File: src/sv/cvfp_pkg.sv
`timescale 1ns / 1ps
package cvfp_pkg;

	// Field width of every input and result item
	localparam int unsigned FIELD_W = 32;

	// pi/4 with 62 fractional bits
	localparam logic [63:0] PI_QUARTER_Q62 = 64'h3243_F6A8_885A_308D;

	// round(atan(2^-i) * 2^frac) for 0 <= i <= 30; evaluated at elaboration only.
	// For i >= 1 the arctangent series is summed at 62 fractional bits, then rounded.
	function automatic logic [63:0] atan_entry(int unsigned i, int unsigned frac);
		logic [63:0] acc;
		logic [63:0] term;
		int unsigned p;
		logic        done;
		acc  = '0;
		done = 1'b0;
		if (i == 0) begin
			acc = PI_QUARTER_Q62;
		end else begin
			for (int unsigned k = 0; k < 64; k++) begin
				p = i * (2 * k + 1);
				if (p > 62) begin
					done = 1'b1;
				end
				if (!done) begin
					term = (64'd1 << (62 - p)) / 64'(2 * k + 1);
					if (k[0]) begin
						acc = acc - term;
					end else begin
						acc = acc + term;
					end
				end
			end
		end
		return (acc + (64'd1 << (61 - frac))) >> (62 - frac);
	endfunction

endpackage

File: src/sv/cvfp_cell.sv
`timescale 1ns / 1ps
module cvfp_cell #(
	parameter int unsigned DATA_WIDTH      = 32,
	parameter int unsigned IDX             = 0,
	parameter int unsigned ANGLE_FRAC_BITS = 16
) (
	input  logic                         clk,
	input  logic                         arst_n,
	input  logic                         up_valid,
	output logic                         up_ready,
	input  logic signed [DATA_WIDTH-1:0] x_d,
	input  logic signed [DATA_WIDTH-1:0] y_d,
	input  logic signed [DATA_WIDTH-1:0] z_d,
	output logic                         dn_valid,
	input  logic                         dn_ready,
	output logic signed [DATA_WIDTH-1:0] x,
	output logic signed [DATA_WIDTH-1:0] y,
	output logic signed [DATA_WIDTH-1:0] z
);
	import cvfp_pkg::*;

	localparam logic [63:0]           ANGLE64 = atan_entry(IDX, ANGLE_FRAC_BITS);
	localparam logic [DATA_WIDTH-1:0] ANGLE   = ANGLE64[DATA_WIDTH-1:0];

	logic                         valid_q;
	logic signed [DATA_WIDTH-1:0] x_q, y_q, z_q;
	logic signed [DATA_WIDTH-1:0] xs, ys;
	logic                         pos;
	logic                         load;

	assign xs   = x_d >>> IDX;
	assign ys   = y_d >>> IDX;
	// zero y takes the negative branch
	assign pos  = !y_d[DATA_WIDTH-1] && (y_d != '0);

	assign up_ready = !valid_q || dn_ready;
	assign load     = up_valid && up_ready;

	always_ff @(posedge clk or negedge arst_n) begin
		if (!arst_n) begin
			valid_q <= 1'b0;
		end else if (up_ready) begin
			valid_q <= up_valid;
		end
	end

	always_ff @(posedge clk) begin
		if (load) begin
			if (pos) begin
				x_q <= x_d + ys;
				y_q <= y_d - xs;
				z_q <= z_d + ANGLE;
			end else begin
				x_q <= x_d - ys;
				y_q <= y_d + xs;
				z_q <= z_d - ANGLE;
			end
		end
	end

	assign dn_valid = valid_q;
	assign x        = x_q;
	assign y        = y_q;
	assign z        = z_q;
endmodule

File: config.mk
export PLATFORM = sky130hd
export DESIGN_NAME = cvfp_cell
export DESIGN_NICKNAME = d
export VERILOG_FILES = /design/src/sv/cvfp_pkg.sv /design/src/sv/cvfp_cell.sv
export SDC_FILE = /design/constraint.sdc
export NUM_CORES = 1
export LEC_CHECK = 0
export ABC_AREA = 1
export BUFFER_PORTS_ARGS = -buffer_cell sky130_fd_sc_hd__buf_2
export CAP_MARGIN = 20
export CELL_PAD_IN_SITES_DETAIL_PLACEMENT = 1
export CELL_PAD_IN_SITES_GLOBAL_PLACEMENT = 1
export CORE_ASPECT_RATIO = 1.25
export CORE_UTILIZATION = 37
export DETAILED_ROUTE_END_ITERATION = 10
export PLACE_DENSITY = 0.89
export SLEW_MARGIN = 0
export SYNTH_ARGS = -nofsm -noshare
export SYNTH_HDL_FRONTEND = slang
export SYNTH_SLANG_ARGS = --single-unit
export TNS_END_PERCENT = 10
File: constraint.sdc
create_clock -name clk -period 5.6 [get_ports clk]
set_input_delay 1.12 -clock clk [delete_from_list [all_inputs] [get_ports clk]]
set_output_delay 1.12 -clock clk [all_outputs]
set_load 0.05 [all_outputs]
==> metrics.cfg <==
[status]
status=completed

[worst_setup_path]
ff2ff_setup_slack_ns=4.04
crit_type=input port to flip-flop
endpoint_kind=flip-flop
worstPathArrival_ns=4.77
cp_cell_sequence=buf_2, inv_1, nand4_1, nor2_1, nand4_1, nand2_2, inv_2, buf_4, ha_1, nand2_1, nor2_1, nand2_1, nand2_1, nand2_1, nand2_1, nand2_1, nand2_1, inv_1, nand2_1, nand2_1
cp_slowest_cell=nand2_2
max_stage_delay_ns=0.56
cp_max_fo=64
critPathLaunchType=input port
crit_buf_inv=5
cp.required_ns=5.75
path_common_cell=nand2_1
cp_top_family=simple AND/OR/NAND/NOR gates

[final_layout]
drive_gt1_frac=0.109
final_common_cell=nand2_1
antennaDiodeCount=0
syn2layout_area_growth_pct=13.7
n_fill_cell=4276
nNetsFinal=2276
layout_common_cells=nand2_1, inv_1, buf_2

[timing]
hold_ws_ns=0.494
setup_viol=0
finalHoldViolCount=0
fin_tns_setup_ns=0
finalClockSkew_ns=0.0157
maxSlewViolCount=0
max_clock_freq_ghz=0.216
fin_crit_sh=0.826
rsz0062_at_grt=false
min_period_ns=4.62
relSlewSlack=0.490
worst_pin_slew_ns=0.765

[clocking]
cts_buffer_depth=2
postCtsHoldBufs=0
post_cts_resized=0
cts_buffers=9
clk-insertion-delay-late_ns=0.40
clockRootBuffer=clkbuf_16
clk_pin_slew_ns=0.08
htreeDepth=3
postCtsSetupBuffers=0
clock-sinks=96
tritoncts=yes

[place]
numPortBuffers=197
place_hpwl_um=38200
finalWeightedCongestion=0.959

[global_route]
grt_max_degree=65
antenna_found_initial=0
grt_pass1_vias=13500
gr-total-overflow=0
grtUsageTotal=0.283
grt_first_pass_wirelength_um=70900

[die]
start_util=0.377
die_w_um=161
core-area_um2=31100
rows=72
ioPinCount=198
die-area_um2=32400
chipHeight_um=201

[min_path]
min_path_type=input port to asynchronous set/reset pin

[synthesis]
synth_compound_area_frac=0.0986
yosys_warnings=0
synth_nets=2104
synth_seq_cells=96
yosys.area.top_type=edfxtp_1
synthAdderAreaFrac=0.134
synth_cells=1881
yosysSeqAreaShare=0.246
synth_area_leaders=edfxtp_1, nand2_1, ha_1
synth-simple-area-share=0.362
synth_top_family_by_area=simple AND/OR/NAND/NOR gates
ys_types=32
netlist_area_um2=11700
muxShareOfSynthArea=0
synth-xor-area-share=0.0389
avgSynthCellArea_um2=6.23
netlist.area_leader.share=0.243

[drt]
drc_errors=0
via_count=12900
viasPerCell=5.23
drt_iter0_markers=626
drt_wl_total_um=44900
first_pass_iters=5
avgRoutedWirePerCell_um=18.2
ant_nets=0

[pwr]
power_density_nw_per_um2=225
peakVddDrop_v=0.000124
p_leak_nw=7.24

[run]
maxCapViolCount=0

[metrics by stage]
stage	worst slack (ns)	std cells	total power, mW	utilization	instance area [um^2]
3_3_place_gp	0.710	2449	2.30	0.419	13000
5_1_grt	0.672	2465	3.18	0.429	13300
3_5_place_dp	0.626	2449	2.33	0.419	13000
4_1_cts	1.02	2465	3.01	0.429	13300
6_report	0.977	2465	3.00	0.429	13300
2_1_floorplan	1.22	1881	1.91	-	11700
[power breakdown]
group / internal, mW / total, mW / leakage [nW] / switching [mW]
sequential: 0.899 / 0.923 / 0.920 / 0.0237
combinational: 0.377 / 1.41 / 6.18 / 1.03
clock: 0.313 / 0.672 / 0.141 / 0.359
[area by class of cell]
cell class                 count  area, um^2  area share
sequential                    96        2880       0.216
tap                          407         509      0.0382
inverter                     318        1190      0.0896
multi-input combinational   1426        7430       0.558
clock inverter                 7        61.3     0.00460
timing repair buffer         202        1020      0.0768
clock buffer                   9         225      0.0169
[final timing paths]
check	depth (start not counted)	endpoint	startpoint
setup reg to reg	2	x[28]	dn_valid
max in group asynchronous	1	dn_valid	arst_n
hold reg to reg	2	dn_valid	dn_valid
setup / recovery	20	z[31]	y_d[1]
hold / removal	1	dn_valid	arst_n
min in group clk	2	dn_valid	dn_valid
[worst reg2reg max path, stage by stage (launching register included)]
cell and delay [ns]:
dfrtp_1 0.43, a21oi_4 0.17, buf_4 0.56
[Yosys cell counts]
| cell | instances |
|---|---|
| nor3_1 | 16 |
| o211ai_1 | 2 |
| nand4_1 | 29 |
| dfrtp_1 | 1 |
| o311ai_0 | 1 |
| o21ai_0 | 70 |
| inv_1 | 317 |
| or2_0 | 1 |
| nand3b_1 | 4 |
| a31oi_1 | 2 |
| edfxtp_1 | 95 |
| a21oi_1 | 106 |
| xor2_1 | 48 |
| buf_2 | 24 |
| ha_1 | 119 |
| o211ai_2 | 1 |
| nand2_2 | 1 |
| and2_1 | 6 |
| or2_2 | 2 |
| a21o_1 | 4 |
| fa_1 | 4 |
| o21a_1 | 1 |
| clkbuf_1 | 4 |
| buf_1 | 2 |
| nand2_1 | 644 |
| buf_4 | 11 |
| xnor2_1 | 4 |
| nand3_1 | 166 |
| a21boi_0 | 3 |
| inv_2 | 1 |
| nor2_1 | 170 |
| o21bai_1 | 22 |
[kinds of logic (layout without fill, tap and decap cells)]
| logic type | count (synthesis) | count (layout) |
|---|---|---|
| AOI/OAI and AO/OA | 212 | 212 |
| xor gates and xnor gates | 52 | 52 |
| adders and majority gates | 123 | 123 |
| buffers and inverters | 359 | 536 |
| DFF | 96 | 96 |
| and+or+nand+nor | 1039 | 1039 |
[layer usage]
| layer | GRT usage | up-vias | wire length (um) |
|---|---|---|---|
| met5 | 0 | - | 0 |
| met4 | 0.153 | 0 | 2350 |
| met3 | 0.0374 | 106 | 1920 |
| met2 | 0.501 | 368 | 22000 |
| met1 | 0.327 | 6120 | 18600 |
| li1 | - | 6292 | - |
[state kept, by name, indices dropped and copies added (netlist names)]
name and count:
x 31, dn_valid 1, y 32, z 32
(Power assumes the default switching activity.)
